===== src/hw/rtl/wts_pkg.sv =====
// ----------------------------------------------------------------------------
// wts_pkg
// Shared types, sizes and constants of the windowed temperature statistics.
// ----------------------------------------------------------------------------
package wts_pkg;

  localparam int unsigned WINDOW_DEPTH = 4096;
  localparam int unsigned RECENT_DEPTH = 10;
  localparam int unsigned QUEUE_DEPTH  = 2;

  localparam int unsigned SAMPLE_W = 16;
  localparam int unsigned INDEX_W  = 4;
  localparam int unsigned CFG_W    = 13;
  localparam int unsigned COUNT_W  = 13;

  localparam int unsigned WIN_PTR_W = $clog2(WINDOW_DEPTH);
  localparam int unsigned WIN_CNT_W = $clog2(WINDOW_DEPTH + 1);
  localparam int unsigned WSUM_W    = WIN_CNT_W + 1;
  localparam int unsigned CMP_W     = (WIN_CNT_W > CFG_W) ? WIN_CNT_W : CFG_W;
  localparam int unsigned TOTAL_W   = SAMPLE_W + WIN_CNT_W;
  localparam int unsigned MAG_W     = TOTAL_W - 1;
  localparam int unsigned DIV_CNT_W = $clog2(MAG_W + 1);

  localparam int unsigned RECENT_PTR_W = (RECENT_DEPTH > 1) ? $clog2(RECENT_DEPTH) : 1;
  localparam int unsigned RECENT_CNT_W = $clog2(RECENT_DEPTH + 1);
  localparam int unsigned RSUM_W       = RECENT_CNT_W + INDEX_W;

  localparam int unsigned QPTR_W = (QUEUE_DEPTH > 1) ? $clog2(QUEUE_DEPTH) : 1;
  localparam int unsigned QCNT_W = $clog2(QUEUE_DEPTH + 1);

  localparam int unsigned IN_TDATA_W  = 24;
  localparam int unsigned OUT_TDATA_W = 96;

  localparam logic signed [SAMPLE_W-1:0] LOW_RESET   = 16'sd5670;
  localparam logic signed [SAMPLE_W-1:0] HIGH_RESET  = -16'sd27315;
  localparam logic [CFG_W-1:0]           LIMIT_RESET = 13'd3600;

  typedef enum logic [1:0] {
    KIND_SAMPLE,
    KIND_ZERO,
    KIND_READ
  } kind_e;

  typedef enum logic [2:0] {
    ST_IDLE,
    ST_EVAL,
    ST_EVICT_RD,
    ST_EVICT_SUB,
    ST_WRITE,
    ST_DIV_GO,
    ST_DIV_WAIT,
    ST_OUT
  } state_e;

  typedef struct packed {
    kind_e                       kind;
    logic signed [SAMPLE_W-1:0]  sample;
    logic [INDEX_W-1:0]          recent_index;
  } item_t;

  typedef struct packed {
    logic                        recent_valid;
    logic signed [SAMPLE_W-1:0]  recent_value;
    logic [COUNT_W-1:0]          window_count;
    logic signed [SAMPLE_W-1:0]  average_reading;
    logic signed [SAMPLE_W-1:0]  high_reading;
    logic signed [SAMPLE_W-1:0]  low_reading;
    logic signed [SAMPLE_W-1:0]  current_reading;
  } result_t;

  typedef struct packed {
    logic valid;
    logic ready;
  } hs_t;

endpackage


===== src/hw/rtl/wts_queue.sv =====
// ----------------------------------------------------------------------------
// wts_queue
// Short FIFO of classified items between front and back end.
// ----------------------------------------------------------------------------
module wts_queue (
  input  logic           clk_i,
  input  logic           rst_ni,
  input  logic           push_i,
  input  wts_pkg::item_t item_i,
  output logic           full_o,
  input  logic           pop_i,
  output logic           valid_o,
  output wts_pkg::item_t item_o
);

  wts_pkg::item_t              entry_q [wts_pkg::QUEUE_DEPTH];
  logic [wts_pkg::QPTR_W-1:0]  wr_ptr_q, wr_ptr_d;
  logic [wts_pkg::QPTR_W-1:0]  rd_ptr_q, rd_ptr_d;
  logic [wts_pkg::QCNT_W-1:0]  count_q, count_d;
  logic                        do_pop;

  localparam logic [wts_pkg::QPTR_W-1:0] PtrLast = wts_pkg::QPTR_W'(wts_pkg::QUEUE_DEPTH - 1);

  assign full_o  = (count_q == wts_pkg::QCNT_W'(wts_pkg::QUEUE_DEPTH));
  assign valid_o = (count_q != '0);
  assign item_o  = entry_q[rd_ptr_q];
  assign do_pop  = pop_i && valid_o;

  always_comb begin
    wr_ptr_d = wr_ptr_q;
    rd_ptr_d = rd_ptr_q;
    count_d  = count_q;
    if (push_i) begin
      wr_ptr_d = (wr_ptr_q == PtrLast) ? '0 : wr_ptr_q + 1'b1;
    end
    if (do_pop) begin
      rd_ptr_d = (rd_ptr_q == PtrLast) ? '0 : rd_ptr_q + 1'b1;
    end
    if (push_i && !do_pop) begin
      count_d = count_q + 1'b1;
    end else if (!push_i && do_pop) begin
      count_d = count_q - 1'b1;
    end
  end

  always_ff @(posedge clk_i or negedge rst_ni) begin
    if (!rst_ni) begin
      wr_ptr_q <= '0;
      rd_ptr_q <= '0;
      count_q  <= '0;
    end else begin
      wr_ptr_q <= wr_ptr_d;
      rd_ptr_q <= rd_ptr_d;
      count_q  <= count_d;
    end
  end

  always_ff @(posedge clk_i) begin
    if (push_i) begin
      entry_q[wr_ptr_q] <= item_i;
    end
  end

endmodule


===== config.mk =====
export PLATFORM = sky130hd
export DESIGN_NAME = wts_queue
export DESIGN_NICKNAME = d
export VERILOG_FILES = /design/src/hw/rtl/wts_pkg.sv /design/src/hw/rtl/wts_queue.sv
export SDC_FILE = /design/constraint.sdc
export NUM_CORES = 1
export LEC_CHECK = 0
export BUFFER_PORTS_ARGS = -buffer_cell sky130_fd_sc_hd__buf_2
export CAP_MARGIN = 20
export CORE_MARGIN = 1
export CORE_UTILIZATION = 50
export CTS_CLUSTER_DIAMETER = 60
export DETAILED_ROUTE_END_ITERATION = 12
export GPL_ROUTABILITY_DRIVEN = 0
export HOLD_SLACK_MARGIN = 0.02
export PLACE_DENSITY = 0.79
export SLEW_MARGIN = 20
export SYNTH_ARGS = -nofsm -noshare
export SYNTH_HDL_FRONTEND = slang
export SYNTH_SLANG_ARGS = --single-unit

===== constraint.sdc =====
create_clock -name clk_i -period 2.7 [get_ports clk_i]
set_input_delay 0.27 -clock clk_i [delete_from_list [all_inputs] [get_ports clk_i]]
set_output_delay 0.27 -clock clk_i [all_outputs]
set_load 0.01 [all_outputs]

# Word level (Yosys, flattened, before mapping)

Memory sizes are Yosys's and may differ from the RTL's.
Index checks and enable logic that the tools add are counted.

Equality and inequality tests: 1
Add/subtract/negate cells: 4
Multiplexer cells: 6
Reductions and logical operators: 7

Operators by type and width:

| kind                                              | number |
|---|---|
| two-way mux 1 bit                                 | 4 |
| two-way mux 2 bit                                 | 2 |
| nonzero test 2 bit                                | 2 |
| logical AND 1 bit                                 | 3 |
| adder 1 bit (second input constant)               | 2 |
| adder 2 x 1 -> 2 bit (second input constant)      | 1 |
| == test 2 bit (second input constant)             | 1 |
| zero test 1 bit                                   | 2 |
| subtractor 2 x 1 -> 2 bit (second input constant) | 1 |

Input port bits: 26
Memories kept: 1
Logic and storage cells: 22
Flip-flop bits (word level): 4
Memory bits (writable): 44
Output and inout port bits: 24

Memory list:

| memory  | depth | bits a word | read ports | clocked after memory_dff | write ports | RTL line        | RTL |
|---|---|---|---|---|---|---|---|
| entry_q | 2     | 22          | 1          | 0                        | 1           | wts_queue.sv:16 | `wts_pkg::item_t entry_q [wts_pkg::QUEUE_DEPTH];` |

# Depth between registers and ports, before layout

Depth in word-level cells: 5
Gate-level depth with buffers: 6
Gate-level depth less buffers: 6

# Worst setup path after synthesis

Ideal clock, no wire load.

Path type: register -> register
Start: register wr_ptr_q
End: memory entry_q[0][0] (netlist name) (enable)
Cell stages (with the launch flop): 2
Arrival: 1.403 ns
Setup time: 0.403 ns
Path slack: 0.894 ns
Path buffers: 0
Clock period less this slack: 1.806 ns
Required time: 2.297 ns
Cells stage by stage: dfrtp_1 nor2b_1

RTL lines:

| item                   | RTL line        | RTL |
|---|---|---|
| from (decl)            | wts_queue.sv:17 | `logic [wts_pkg::QPTR_W-1:0] wr_ptr_q, wr_ptr_d;` |
| from (signal assigned) | wts_queue.sv:52 | `wr_ptr_q <= wr_ptr_d;` |
| to (decl)              | wts_queue.sv:16 |  |

No word-level cell before the write port.

==> results.json <==
{
  "row_count": 21,
  "clk_pin_slew_ns": 0.13,
  "max-vdd-ir-drop_mv": 0.601,
  "cp_max_fo": 13,
  "synth_top_family_by_area": "multiplexers",
  "holdWs_ns": 0.0989,
  "n_antenna_cell": 0,
  "dp_hpwl_um": 1770,
  "yosysSeqAreaShare_pct": 79.7,
  "post-route-drc-count": 0,
  "ant_nets": 0,
  "clock-root-buffer": "clkbuf_4",
  "syn_inst": 84,
  "die_h_um": 61.7,
  "cts_buffers": 5,
  "core_mm2": 0.00336,
  "fmaxAchievable_mhz": 480,
  "drive_gt1_share_pct": 58.7,
  "antenna_found_initial": 0,
  "muxShareOfSynthArea_pct": 13.9,
  "rsz0062_at_grt": "no",
  "hold_class": "in2reg",
  "cts.sinks": 48,
  "synth-seq-cells": 48,
  "area.growth.synth_to_final_pct": 20.8,
  "fin_setup_tns_ns": 0,
  "synthXorXnorAreaFrac_pct": 2.46,
  "clk_path_buf_depth": 2,
  "setup_viol": 0,
  "power_density_mw_per_mm2": 943,
  "slew_headroom_pct": 69.8,
  "grt_usage_pct": 14.9,
  "io_buffers": 49,
  "ys_types": 12,
  "crit_path_start_kind": "register",
  "finalNetCount": 169,
  "max_slew.worst_pin.slew_ns": 0.453,
  "cp.arrival_ns": 1.81,
  "first_iter_violations": 29,
  "cp_data_required_time_ns": 2.43,
  "fin_crit_sh_pct": 77.2,
  "yosysWarnings": 0,
  "synthesis.nets": 111,
  "grt_pass1_vias": 870,
  "slew_viol_final": 0,
  "vias": 920,
  "leakage_nw": 0.834,
  "hold_violations": 0,
  "critPathSlowestCell": "dfrtp_1",
  "synth_compound_area_share_pct": 0,
  "dieArea_mm2": 0.00381,
  "avgSynthCellArea_um2": 21.2,
  "grt_pass1_wl_um": 3770,
  "synth_fa_ha_area_share_pct": 0.702,
  "cp_cell_sequence": "buf_4, mux2_2, buf_2",
  "run_status": "completed",
  "vias_per_cell": 4.87,
  "first_pass_iters": 2,
  "crit_type": "reg2out",
  "clk_latency_ns": 0.35,
  "critPathCaptureType": "output pin",
  "drv_cap": 0,
  "ios": 50,
  "fin_crit_ns": 2.08,
  "fp.dieW_um": 61.7,
  "yosys.area_share.simple_pct": 1.96,
  "post_drt_wl_per_cell_um": 13.7,
  "htree_levels": 2,
  "grt_max_degree": 23,
  "p_total_mw": 2.03,
  "routed_wl_um": 2590,
  "finalClockSkew_ns": 0.00737,
  "cts_tree": "built",
  "start_util_pct": 53.0,
  "syn_area_mm2": 0.00178,
  "max_stage_delay_ns": 0.65,
  "grt_remaining_overflow": 0
}
## final timing paths
check                      slack (ns)                    from  depth (start not counted)                       end
max                              0.62    rd_ptr_q$_DFFE_PN0P_                          3                item_o[11]
min                               0.1              item_i[10]                          1  entry_q[1][10]$_DFFE_PP_
max reg2reg                      1.27  count_q[0]$_DFFE_PN0P_                          5    count_q[1]$_DFFE_PN0P_
min reg2reg                      0.51  count_q[1]$_DFFE_PN0P_                          1    count_q[1]$_DFFE_PN0P_
max in group asynchronous        2.34                  rst_ni                          2    count_q[1]$_DFFE_PN0P_
min in group asynchronous        0.23                  rst_ni                          2      wr_ptr_q$_DFFE_PN0P_
## worst max-delay path, delay by kind of cell (launching register included)
| kind | cells | cell delay (ns) |
|---|---|---|
| buffers and inverters | 2 | 0.45 |
| DFF | 1 | 0.65 |
| muxes | 1 | 0.37 |
## registers in the layout, indices dropped and copies added (netlist names)
signal    flops
wr_ptr_q      1
rd_ptr_q      1
entry_q      44
count_q       2
## per-layer routing
layer	track usage (%)	up-vias	wire, um
met5	0	-	0
met4	5.71	0	22
met3	6.21	2	203
met2	24.9	43	1240
met1	17.2	440	1110
li1	-	435	-
## cell usage after synthesis
cell type / n / share of area, %
mux2_2: 22 / 14
buf_6: 2 / 1.3
nand2_2: 1 / 0.35
dfrtp_1: 4 / 5.6
nor2_1: 1 / 0.21
or2_1: 1 / 0.35
ha_1: 1 / 0.70
xor2_1: 3 / 1.5
and2_1: 1 / 0.35
xnor2_1: 2 / 0.98
nor2b_1: 2 / 0.70
edfxtp_1: 44 / 74
## area by class of cell
cell class              count  area (um2)
flip-flops and latches     48        1420
clock buffers               5        37.5
well taps                  46        57.6
repair buffers             53         278
clock inverters             3        18.8
fillers                   266        1210
multi-input cells          34         342
## kinds of logic (layout without fill, tap and decap cells)
kind of cell               Yosys count  after routing
DFF                                 48             48
muxes                               22             22
and+or+nand+nor                      6              6
xor gates and xnor gates             5              5
buffers and inverters                2             61
adders and majority gates            1              1
## per-stage QoR
step                instances  cell area, um2  setup WS (ns)  utilization, %
floorplan                  84            1780          0.894               -
global placement          180            2090           1.06            62.1
detailed placement        180            2090           1.01            62.1
CTS                       189            2150          0.577            64.1
global route              189            2150          0.543            64.1
finish                    189            2150          0.616            64.1
## layout by cell type, fill, tap and decap left out
cell,synthesis,layout
edfxtp_1,44,44
buf_4,0,3
xnor2_1,2,2
dlygate4sd3_1,0,1
clkbuf_4,0,5
ha_1,1,1
nor2_1,1,1
and2_1,1,1
buf_2,0,49
clkinv_2,0,2
nor2b_2,0,1
dfrtp_1,4,4
nor2b_1,2,1
nand2_2,1,1
clkinv_4,0,1
xor2_1,3,3
or2_1,1,1
mux2_2,22,22
## power breakdown
part           switching [mW]  leakage, nW  internal, mW  total [mW]
clock                   0.210       0.0349         0.100       0.311
combinational           0.323        0.339         0.327       0.651
sequential             0.0783        0.460         0.993        1.07
total                   0.612        0.834          1.42        2.03
## what timing repair did
item,4_1_cts,5_1_grt
hold buffers,1,0
setup endpoints to repair,0,0
hold endpoints to repair,4,0
gates resized for setup,0,0
setup buffers,0,0
(Power assumes the default switching activity.)
